==> config.mk <==
export PLATFORM = sky130hd
export DESIGN_NAME = averaged_pd_steer_with_slew_limit_core
export DESIGN_NICKNAME = d
export VERILOG_FILES = /design/src/apd_pkg.sv /design/src/averaged_pd_steer_with_slew_limit_core.sv /design/src/apd_ctrl.sv /design/src/apd_datapath.sv
export SDC_FILE = /design/constraint.sdc
export NUM_CORES = 2
export LEC_CHECK = 0
export BUFFER_PORTS_ARGS = -buffer_cell sky130_fd_sc_hd__buf_4
export CORE_MARGIN = 1
export CORE_UTILIZATION = 50
export DETAILED_ROUTE_END_ITERATION = 12
export GPL_TIMING_DRIVEN = 1
export PLACE_DENSITY = 0.64
export SLEW_MARGIN = 40
export SYNTH_ARGS = -nofsm -noshare
export SYNTH_HDL_FRONTEND = slang
export SYNTH_SLANG_ARGS = --single-unit
==> constraint.sdc <==
create_clock -name aclk -period 12.47 [get_ports aclk]
set_clock_uncertainty 0.15 [all_clocks]
set_input_delay 0.6235 -clock aclk [delete_from_list [all_inputs] [get_ports aclk]]
set_output_delay 0.6235 -clock aclk [all_outputs]
set_load 0.01 [all_outputs]
==> src/apd_pkg.sv <==
// Shared types and constants for the averaged PD steering block.
// Used by the controller, the datapath and the top level; no dependencies.

package apd_pkg;

    localparam int ERR_W      = 16;  // track error, Q2.13
    localparam int KNOB_W     = 16;  // gain knob, Q1.14
    localparam int STEER_W    = 16;  // steering drive, Q1.14
    localparam int GAIN_W     = 18;  // gains, Q1.16
    localparam int SLIM_W     = 15;  // steer_limit
    localparam int STEP_W     = 16;  // step_limit
    localparam int CFG_ADDR_W = 3;
    localparam int CFG_DATA_W = 18;

    typedef logic [CFG_ADDR_W-1:0] cfg_addr_t;

    localparam cfg_addr_t REG_GAIN_KD   = 3'd0;
    localparam cfg_addr_t REG_STEER_LIM = 3'd1;
    localparam cfg_addr_t REG_STEP_LIM  = 3'd2;
    localparam cfg_addr_t REG_GAIN_LO   = 3'd3;
    localparam cfg_addr_t REG_GAIN_HI   = 3'd4;

    localparam logic signed [GAIN_W-1:0] KD_RESET      = 18'sd655;
    localparam logic        [SLIM_W-1:0] STEER_LIM_RST = 15'd12288;
    localparam logic        [STEP_W-1:0] STEP_LIM_RST  = 16'd8192;
    localparam logic signed [GAIN_W-1:0] GAIN_LO_RESET = -18'sd1311;
    localparam logic signed [GAIN_W-1:0] GAIN_HI_RESET = -18'sd3932;
    localparam logic signed [GAIN_W-1:0] KP_RESET      = -18'sd3277;

    // datapath operation issued by the controller each cycle
    typedef logic [3:0] dp_op_t;

    localparam dp_op_t OP_NONE  = 4'd0;
    localparam dp_op_t OP_LOAD  = 4'd1;  // capture item, read oldest window entry
    localparam dp_op_t OP_WIN   = 4'd2;  // update window, sum and fill count
    localparam dp_op_t OP_DIVI  = 4'd3;  // load divider
    localparam dp_op_t OP_DIVS  = 4'd4;  // one quotient bit
    localparam dp_op_t OP_AVG   = 4'd5;  // signed average and its change
    localparam dp_op_t OP_KPMUL = 4'd6;  // knob interpolation product
    localparam dp_op_t OP_KPSET = 4'd7;  // round, offset, saturate kp
    localparam dp_op_t OP_MUL   = 4'd8;  // kp*avg and kd*derr
    localparam dp_op_t OP_DRV   = 4'd9;  // sum, round, clamp
    localparam dp_op_t OP_SLEW  = 4'd10; // slew limit, load output register

    typedef struct packed {
        logic func;      // item asks for kp recomputation
        logic out_busy;  // output register holds an item not yet taken
    } dp_stat_t;

endpackage

==> src/averaged_pd_steer_with_slew_limit_core.sv <==
// Averaged PD steering core, top level: controller plus datapath.
// Depends on apd_pkg, apd_ctrl and apd_datapath.
//
// Each input item pushes one error sample into a window of the last WINDOW_DEPTH
// samples, averages the filled entries (truncated toward zero), optionally
// re-derives kp from the knob, forms kp*avg + kd*d(avg), clamps it to
// +-steer_limit and slew-limits it against the previous output. One result
// item per input item. An item passes through the window update, the
// bit-serial divider for the average, the kp step when func is set, the
// multipliers, the clamp and the slew limit before it reaches the output
// register; the divider sets most of that time. The next item is taken only
// after the result has been loaded into the output register.
// Items are processed one at a time; a finished result waits in the output
// register while the next item is taken, and a result that is still waiting
// when the next one is ready holds the block. Config writes are taken in any
// cycle and should be made while idle.

module averaged_pd_steer_with_slew_limit_core #(
    parameter int WINDOW_DEPTH = 8
) (
    input  logic                           aclk,
    input  logic                           aresetn,
    input  logic                           s_axis_tvalid,
    output logic                           s_axis_tready,
    input  logic [31:0]                    s_axis_tdata,  // [15:0] error_sample, [31:16] knob
    input  logic                           s_axis_tuser,  // [0] func
    output logic                           m_axis_tvalid,
    input  logic                           m_axis_tready,
    output logic [apd_pkg::STEER_W-1:0]    m_axis_tdata,  // [15:0] steer
    input  logic                           cfg_wr_en,
    input  apd_pkg::cfg_addr_t             cfg_addr,
    input  logic [apd_pkg::CFG_DATA_W-1:0] cfg_wdata
);

    apd_pkg::dp_op_t   op;
    apd_pkg::dp_stat_t stat;

    apd_ctrl #(
        .WINDOW_DEPTH(WINDOW_DEPTH)
    ) u_ctrl (
        .aclk          (aclk),
        .aresetn       (aresetn),
        .s_axis_tvalid (s_axis_tvalid),
        .s_axis_tready (s_axis_tready),
        .stat          (stat),
        .op            (op)
    );

    apd_datapath #(
        .WINDOW_DEPTH(WINDOW_DEPTH)
    ) u_datapath (
        .aclk          (aclk),
        .aresetn       (aresetn),
        .op            (op),
        .stat          (stat),
        .in_func       (s_axis_tuser),
        .in_error      (s_axis_tdata[15:0]),
        .in_knob       (s_axis_tdata[31:16]),
        .cfg_wr_en     (cfg_wr_en),
        .cfg_addr      (cfg_addr),
        .cfg_wdata     (cfg_wdata),
        .m_axis_tvalid (m_axis_tvalid),
        .m_axis_tready (m_axis_tready),
        .m_axis_tdata  (m_axis_tdata)
    );

endmodule

==> src/apd_ctrl.sv <==
// Controller for the averaged PD steering block: sequences one item at a time.
// Depends on apd_pkg.

module apd_ctrl #(
    parameter int WINDOW_DEPTH = 8
) (
    input  logic              aclk,
    input  logic              aresetn,
    input  logic              s_axis_tvalid,
    output logic              s_axis_tready,
    input  apd_pkg::dp_stat_t stat,
    output apd_pkg::dp_op_t   op
);

    localparam int CNT_W = $clog2(WINDOW_DEPTH + 1);
    localparam int SUM_W = apd_pkg::ERR_W + CNT_W;
    localparam int ITR_W = $clog2(SUM_W);

    localparam logic [3:0] ST_IDLE  = 4'd0;
    localparam logic [3:0] ST_WIN   = 4'd1;
    localparam logic [3:0] ST_DIVI  = 4'd2;
    localparam logic [3:0] ST_DIV   = 4'd3;
    localparam logic [3:0] ST_AVG   = 4'd4;
    localparam logic [3:0] ST_KPMUL = 4'd5;
    localparam logic [3:0] ST_KPSET = 4'd6;
    localparam logic [3:0] ST_MUL   = 4'd7;
    localparam logic [3:0] ST_DRV   = 4'd8;
    localparam logic [3:0] ST_SLEW  = 4'd9;

    logic [3:0]       state_reg, state_next;
    logic [ITR_W-1:0] itr_reg, itr_next;

    assign s_axis_tready = (state_reg == ST_IDLE);

    always_comb begin
        state_next = state_reg;
        itr_next   = itr_reg;
        op         = apd_pkg::OP_NONE;
        unique case (state_reg)
            ST_IDLE: begin
                if (s_axis_tvalid) begin
                    op         = apd_pkg::OP_LOAD;
                    state_next = ST_WIN;
                end
            end
            ST_WIN: begin
                op         = apd_pkg::OP_WIN;
                state_next = ST_DIVI;
            end
            ST_DIVI: begin
                op         = apd_pkg::OP_DIVI;
                itr_next   = '0;
                state_next = ST_DIV;
            end
            ST_DIV: begin
                op = apd_pkg::OP_DIVS;
                if (itr_reg == ITR_W'(SUM_W - 1)) begin
                    state_next = ST_AVG;
                end else begin
                    itr_next = itr_reg + 1'b1;
                end
            end
            ST_AVG: begin
                op         = apd_pkg::OP_AVG;
                state_next = stat.func ? ST_KPMUL : ST_MUL;
            end
            ST_KPMUL: begin
                op         = apd_pkg::OP_KPMUL;
                state_next = ST_KPSET;
            end
            ST_KPSET: begin
                op         = apd_pkg::OP_KPSET;
                state_next = ST_MUL;
            end
            ST_MUL: begin
                op         = apd_pkg::OP_MUL;
                state_next = ST_DRV;
            end
            ST_DRV: begin
                op         = apd_pkg::OP_DRV;
                state_next = ST_SLEW;
            end
            ST_SLEW: begin
                // hold until the output register is free
                if (!stat.out_busy) begin
                    op         = apd_pkg::OP_SLEW;
                    state_next = ST_IDLE;
                end
            end
            default: begin
                state_next = ST_IDLE;
            end
        endcase
    end

    always_ff @(posedge aclk) begin
        if (!aresetn) begin
            state_reg <= ST_IDLE;
            itr_reg   <= '0;
        end else begin
            state_reg <= state_next;
            itr_reg   <= itr_next;
        end
    end

endmodule

==> src/apd_datapath.sv <==
// Datapath for the averaged PD steering block: error window, divider,
// multipliers, clamp and slew limit, configuration and output registers.
// Depends on apd_pkg; driven by apd_ctrl.

module apd_datapath #(
    parameter int WINDOW_DEPTH = 8
) (
    input  logic                           aclk,
    input  logic                           aresetn,
    input  apd_pkg::dp_op_t                op,
    output apd_pkg::dp_stat_t              stat,
    input  logic                           in_func,
    input  logic [apd_pkg::ERR_W-1:0]      in_error,
    input  logic [apd_pkg::KNOB_W-1:0]     in_knob,
    input  logic                           cfg_wr_en,
    input  apd_pkg::cfg_addr_t             cfg_addr,
    input  logic [apd_pkg::CFG_DATA_W-1:0] cfg_wdata,
    output logic                           m_axis_tvalid,
    input  logic                           m_axis_tready,
    output logic [apd_pkg::STEER_W-1:0]    m_axis_tdata
);

    localparam int ERR_W  = apd_pkg::ERR_W;
    localparam int GAIN_W = apd_pkg::GAIN_W;
    localparam int CNT_W  = $clog2(WINDOW_DEPTH + 1);
    localparam int SLOT_W = (WINDOW_DEPTH > 1) ? $clog2(WINDOW_DEPTH) : 1;
    localparam int SUM_W  = ERR_W + CNT_W;

    // configuration
    logic signed [GAIN_W-1:0]          kd_reg, klo_reg, khi_reg;
    logic [apd_pkg::SLIM_W-1:0]        slim_reg;
    logic [apd_pkg::STEP_W-1:0]        step_reg;

    // item and window state
    logic                              func_reg;
    logic signed [ERR_W-1:0]           err_reg, old_reg;
    logic signed [apd_pkg::KNOB_W-1:0] knob_reg;
    logic [ERR_W-1:0]                  win_mem [WINDOW_DEPTH];
    logic [SLOT_W-1:0]                 slot_reg;
    logic [CNT_W-1:0]                  fill_reg;
    logic signed [SUM_W-1:0]           sum_reg, sum_next;
    logic                              win_full;

    // divider
    logic [CNT_W-1:0]                  rem_reg, rem_next;
    logic [SUM_W-1:0]                  quo_reg;
    logic                              neg_reg;
    logic [CNT_W:0]                    trial, trial_diff;
    logic                              trial_ge;

    // arithmetic
    logic signed [ERR_W-1:0]           avg_reg, prev_avg_reg;
    logic signed [16:0]                q_mag, avg_full;
    logic signed [17:0]                derr_reg;
    logic signed [16:0]                knob_off;
    logic signed [18:0]                gain_span;
    logic signed [35:0]                kprod_reg, kprod_next, kprod_rnd;
    logic signed [20:0]                kp_shift;
    logic signed [21:0]                kp_wide;
    logic signed [GAIN_W-1:0]          kp_reg;
    logic signed [33:0]                pprod_reg, pprod_next;
    logic signed [35:0]                dprod_reg, dprod_next;
    logic signed [36:0]                dsum;
    logic signed [21:0]                dshift, lim_pos, lim_neg, dclamp;
    logic signed [ERR_W-1:0]           drive_reg;
    logic signed [17:0]                delta, stp_pos, stp_neg, steer_wide;
    logic signed [apd_pkg::STEER_W-1:0] prev_steer_reg;
    logic [apd_pkg::STEER_W-1:0]       out_data_reg;
    logic                              out_valid_reg;

    assign stat.func     = func_reg;
    assign stat.out_busy = out_valid_reg && !m_axis_tready;

    assign m_axis_tvalid = out_valid_reg;
    assign m_axis_tdata  = out_data_reg;

    // window bookkeeping
    assign win_full = (fill_reg == CNT_W'(WINDOW_DEPTH));
    assign sum_next = sum_reg
                    - (win_full ? SUM_W'(old_reg) : SUM_W'(0))
                    + SUM_W'(err_reg);

    // restoring divide on the magnitude, one bit an item cycle
    assign trial      = {rem_reg, quo_reg[SUM_W-1]};
    assign trial_diff = trial - {1'b0, fill_reg};
    assign trial_ge   = (trial >= {1'b0, fill_reg});
    assign rem_next   = trial_ge ? trial_diff[CNT_W-1:0] : trial[CNT_W-1:0];

    // quotient magnitude never exceeds 32768
    assign q_mag    = $signed({1'b0, quo_reg[ERR_W-1:0]});
    assign avg_full = neg_reg ? -q_mag : q_mag;

    // kp = lo + round((knob + 1.0) / 2 * (hi - lo))
    assign knob_off   = 17'(knob_reg) + 17'sd16384;
    assign gain_span  = 19'(khi_reg) - 19'(klo_reg);
    assign kprod_next = knob_off * gain_span;
    assign kprod_rnd  = kprod_reg + 36'sd16384;
    assign kp_shift   = kprod_rnd[35:15];
    assign kp_wide    = 22'(klo_reg) + 22'(kp_shift);

    assign pprod_next = kp_reg * avg_reg;
    assign dprod_next = kd_reg * derr_reg;

    // drive: round Q4.29 to Q1.14, then clamp
    assign dsum    = 37'(pprod_reg) + 37'(dprod_reg) + 37'sd16384;
    assign dshift  = dsum[36:15];
    assign lim_pos = $signed({7'd0, slim_reg});
    assign lim_neg = -lim_pos;
    always_comb begin
        dclamp = dshift;
        if (dshift > lim_pos) begin
            dclamp = lim_pos;
        end
        if (dshift < lim_neg) begin
            dclamp = lim_neg;
        end
    end

    // slew limit about the previous output
    assign delta   = 18'(drive_reg) - 18'(prev_steer_reg);
    assign stp_pos = $signed({2'd0, step_reg});
    assign stp_neg = -stp_pos;
    always_comb begin
        if (delta > stp_pos) begin
            steer_wide = 18'(prev_steer_reg) + stp_pos;
        end else if (delta < stp_neg) begin
            steer_wide = 18'(prev_steer_reg) + stp_neg;
        end else begin
            steer_wide = 18'(drive_reg);
        end
    end

    // window store: one write, one registered read
    always_ff @(posedge aclk) begin
        if (op == apd_pkg::OP_WIN) begin
            win_mem[slot_reg] <= err_reg;
        end
        if (op == apd_pkg::OP_LOAD) begin
            old_reg <= win_mem[slot_reg];
        end
    end

    // configuration registers
    always_ff @(posedge aclk) begin
        if (!aresetn) begin
            kd_reg   <= apd_pkg::KD_RESET;
            slim_reg <= apd_pkg::STEER_LIM_RST;
            step_reg <= apd_pkg::STEP_LIM_RST;
            klo_reg  <= apd_pkg::GAIN_LO_RESET;
            khi_reg  <= apd_pkg::GAIN_HI_RESET;
        end else if (cfg_wr_en) begin
            unique case (cfg_addr)
                apd_pkg::REG_GAIN_KD:   kd_reg   <= cfg_wdata;
                apd_pkg::REG_STEER_LIM: slim_reg <= cfg_wdata[apd_pkg::SLIM_W-1:0];
                apd_pkg::REG_STEP_LIM:  step_reg <= cfg_wdata[apd_pkg::STEP_W-1:0];
                apd_pkg::REG_GAIN_LO:   klo_reg  <= cfg_wdata;
                apd_pkg::REG_GAIN_HI:   khi_reg  <= cfg_wdata;
                default: ;
            endcase
        end
    end

    // controller-held state
    always_ff @(posedge aclk) begin
        if (!aresetn) begin
            slot_reg       <= '0;
            fill_reg       <= '0;
            sum_reg        <= '0;
            prev_avg_reg   <= '0;
            prev_steer_reg <= '0;
            kp_reg         <= apd_pkg::KP_RESET;
            out_valid_reg  <= 1'b0;
        end else begin
            if (op == apd_pkg::OP_WIN) begin
                sum_reg  <= sum_next;
                slot_reg <= (slot_reg == SLOT_W'(WINDOW_DEPTH - 1)) ? '0 : slot_reg + 1'b1;
                if (!win_full) begin
                    fill_reg <= fill_reg + 1'b1;
                end
            end
            if (op == apd_pkg::OP_AVG) begin
                prev_avg_reg <= avg_full[ERR_W-1:0];
            end
            if (op == apd_pkg::OP_KPSET) begin
                if (kp_wide > 22'sd131071) begin
                    kp_reg <= 18'sh1FFFF;
                end else if (kp_wide < -22'sd131072) begin
                    kp_reg <= -18'sd131072;
                end else begin
                    kp_reg <= kp_wide[GAIN_W-1:0];
                end
            end
            if (op == apd_pkg::OP_SLEW) begin
                prev_steer_reg <= steer_wide[apd_pkg::STEER_W-1:0];
                out_valid_reg  <= 1'b1;
            end else if (m_axis_tready) begin
                out_valid_reg <= 1'b0;
            end
        end
    end

    // payload registers
    always_ff @(posedge aclk) begin
        case (op)
            apd_pkg::OP_LOAD: begin
                func_reg <= in_func;
                err_reg  <= in_error;
                knob_reg <= in_knob;
            end
            apd_pkg::OP_DIVI: begin
                neg_reg <= sum_reg[SUM_W-1];
                quo_reg <= sum_reg[SUM_W-1] ? SUM_W'(-sum_reg) : SUM_W'(sum_reg);
                rem_reg <= '0;
            end
            apd_pkg::OP_DIVS: begin
                rem_reg <= rem_next;
                quo_reg <= {quo_reg[SUM_W-2:0], trial_ge};
            end
            apd_pkg::OP_AVG: begin
                avg_reg  <= avg_full[ERR_W-1:0];
                derr_reg <= 18'(avg_full) - 18'(prev_avg_reg);
            end
            apd_pkg::OP_KPMUL: begin
                kprod_reg <= kprod_next;
            end
            apd_pkg::OP_MUL: begin
                pprod_reg <= pprod_next;
                dprod_reg <= dprod_next;
            end
            apd_pkg::OP_DRV: begin
                drive_reg <= dclamp[ERR_W-1:0];
            end
            apd_pkg::OP_SLEW: begin
                out_data_reg <= steer_wide[apd_pkg::STEER_W-1:0];
            end
            default: ;
        endcase
    end

endmodule

==> reports/results.ini <==
[clock_tree]
clkSlewWorstSetupHoldPaths_ps = 60
cts_buffers = 60
cts_num_sinks = 532
clockBufferDepth = 3
cts_tree = done
root_buffer = clkbuf_16
cts-resized-gates = 0
clock_latency_ps = 720
cts_max_level = 2

[sta]
drv_slew = 0
fin_crit_ps = 9860
fin_crit_sh_pct = 79.1
hold_viol = 0
relSlewSlack_pct = 38.8
fmax_ghz = 0.101
worstMarginPinSlew_ps = 917
rsz0062_at_grt = no
fin_ws_ps = 2610
holdWs_ps = 121
finalSetupTns_ps = 0
setup_viol = 0

[job]
maxCapViolations = 0

[routing]
viasPerCell = 5.40
ant_nets = 0
drt_wl_total_um = 156000
vias = 45200
drt_pre_antenna_iters = 6
first_iter_violations = 2722
drc = 0
wl_per_cell_um = 18.7

[global_route]
grtUsageMet2_pct = 42.7
antenna_found_initial = 1
gr-max-usage-layer = met2
grt_pass1_wl_um = 257000
gr-usage-met3_pct = 2.98
grt_max_degree = 68
first_global_vias = 47500
grt_remaining_overflow = 0
grtUsageMet1_pct = 33.5
globalRouteTotalUtil_pct = 25.0

[synth]
synthTopCellsByCount = inv_1, fa_1, nand2_1
netlist_area_mm2 = 0.0637
yosys.area.top_type_share_pct = 30.3
synth_most_common_cell = inv_1
synth.distinct_cells = 84
synth-async-reset-ratio_pct = 0
ys_seq_elements = 532
synth_edf_count = 360
syn_nets = 8207
synth_warnings = 0
synthTopCellsByArea = fa_1, edfxtp_1, ha_1, inv_1, dfxtp_1
synth_flop_cell = edfxtp_1
synthCells = 6647
yosysSeqAreaShare_pct = 22.4
avgSynthCellArea_um2 = 9.59
synth_area_leader_cell = fa_1

[power]
peakVddDrop_uv = 1120
intPower_w = 0.0110
p_switching_w = 0.00941
switching_share_pct = 46.1
p_per_area_mw_per_mm2 = 297
power.share.clock_pct = 8.4
combPwrFrac_pct = 76.6
p_seq_share_pct = 15.0
leakage_nw = 30.8

[final_layout]
nets = 8223
drive_above_1_share_pct = 5.24
fin_cells = 8363
largest_reg_flops = 128
syn2layout_area_growth_pct = 7.68
final_area_mm2 = 0.0686

[placed_design]
gp_congestion = 0.897
dp_cells = 8213
io_buffers = 76
dp_hpwl_um = 121000
place_ws_ps = 2540
dpl-instance-area_mm2 = 0.0663

[worst_setup_path]
cp_common_cell = fa_1
cpPeakStageDelay_ps = 510
path_class = reg -> reg
required_ps = 12770
worst_setup_path_end_kind = flop
cp_slowest_cell = fa_1
cp_data_arrival_time_ps = 10160
cp_max_fo = 15
r2r_cells = 35
setup.worst_path.start_class = flop

[floorplan]
die_y_um = 359
die_w_um = 359
core-area_mm2 = 0.126
row_count = 130
die_area_mm2 = 0.129
start_util_pct = 50.5
num_io_pins = 77

[worst_hold_path]
hold_path_class = in -> reg
hold_path_depth = 3

[run_status]
status = completed

==> final cells by class <==
cell class                      instances  area [um^2]
Antenna cell                            1         2.50
Clock buffer                           87         1660
Clock inverter                         24          230
Fill cell                           11300        57400
Inverter                             1278         4800
Multi-Input combinational cell       4601        44000
Sequential cell                       532        14300
Tap cell                             1650         2060
Timing Repair Buffer                  190         1570
==> power groups by stage <==
| stage | sequential (W) | clock [W] | combinational [W] |
|---|---|---|---|
| floorplan | 0.00305 | 0 | 0.0124 |
| global placement | 0.00311 | 0 | 0.0151 |
| detailed placement | 0.00311 | 0 | 0.0156 |
| CTS | 0.00307 | 0.00175 | 0.0157 |
| global route | 0.00308 | 0.00181 | 0.0179 |
| finish | 0.00307 | 0.00171 | 0.0156 |
==> routing by layer <==
layer | vias to the layer above | share of wire [%] | wire length (um)
met5 | - | 0 | 0
met4 | 0 | 2.7 | 4200
met3 | 261 | 5.4 | 8410
met2 | 1201 | 48 | 75800
met1 | 22600 | 43 | 68000
li1 | 21100 | - | -
==> per-stage QoR <==
stage / util, % / total power [W]
6_report: 54.4 / 0.0204
5_1_grt: 54.4 / 0.0228
4_1_cts: 54.4 / 0.0205
3_5_place_dp: 52.6 / 0.0187
3_3_place_gp: 52.5 / 0.0182
2_1_floorplan: - / 0.0155
==> kinds of logic (layout without fill, tap and decap cells) <==
group                    after synthesis  in the layout  share of synthesized area, %
AO/OA/AOI/OAI                        791            791                          8.10
XOR/XNOR                             291            291                          4.02
adder cells (fa/ha/maj)             1507           1507                          40.9
buffers and inverters               1514           1579                          8.94
flip-flops                           532            532                          22.4
multiplexers                          53             53                         0.837
other                                  0              1                             0
AND/OR/NAND/NOR                     1959           1959                          14.8
==> worst max-delay path, delay by kind of cell, from the launching register on <==
family,cells,cell delay [ps]
flops,1,350
simple gates,5,950
xor+xnor,1,100
buf+inv,6,490
fa+ha+maj,9,3890
compound gates,14,3710
==> final timing paths <==
kind | from | end | slack, ps
worst min-delay path | s_axis_tvalid | u_ctrl.state_reg[0] | 120
worst min register to register | u_datapath.kd_reg[10] | u_datapath.kd_reg[10] | 300
worst max register to register | u_datapath.klo_reg[0] | u_datapath.kprod_reg[35] | 2610
worst max-delay path | u_datapath.klo_reg[0] | u_datapath.kprod_reg[35] | 2610
==> layout by cell type, fill, tap and decap left out, types with 51 or more instances in the layout <==
cell       synthesis  layout
nor2_1           254     248
nand2b_1          76      76
o21ai_0          116     115
a21oi_1          266     266
a22oi_1           68      68
nand3_1           94      93
clkbuf_16          0      60
fa_1             963     963
dfxtp_1          172     165
mux2i_1           51      51
xor2_1            69      65
a21o_1            69      69
edfxtp_1         360     360
buf_4              0     144
nand2_1          819     819
xnor2_1          220     211
inv_1           1272    1272
and2_1           414     406
ha_1             538     536
nor2b_1           71      71
nor3_1            69      64
==> repair_timing <==
action | CTS | global route
hold buffers | 33 | 0
setup buffers | 0 | 0
hold endpoints to repair | 33 | 0
(Power assumes the default switching activity.)
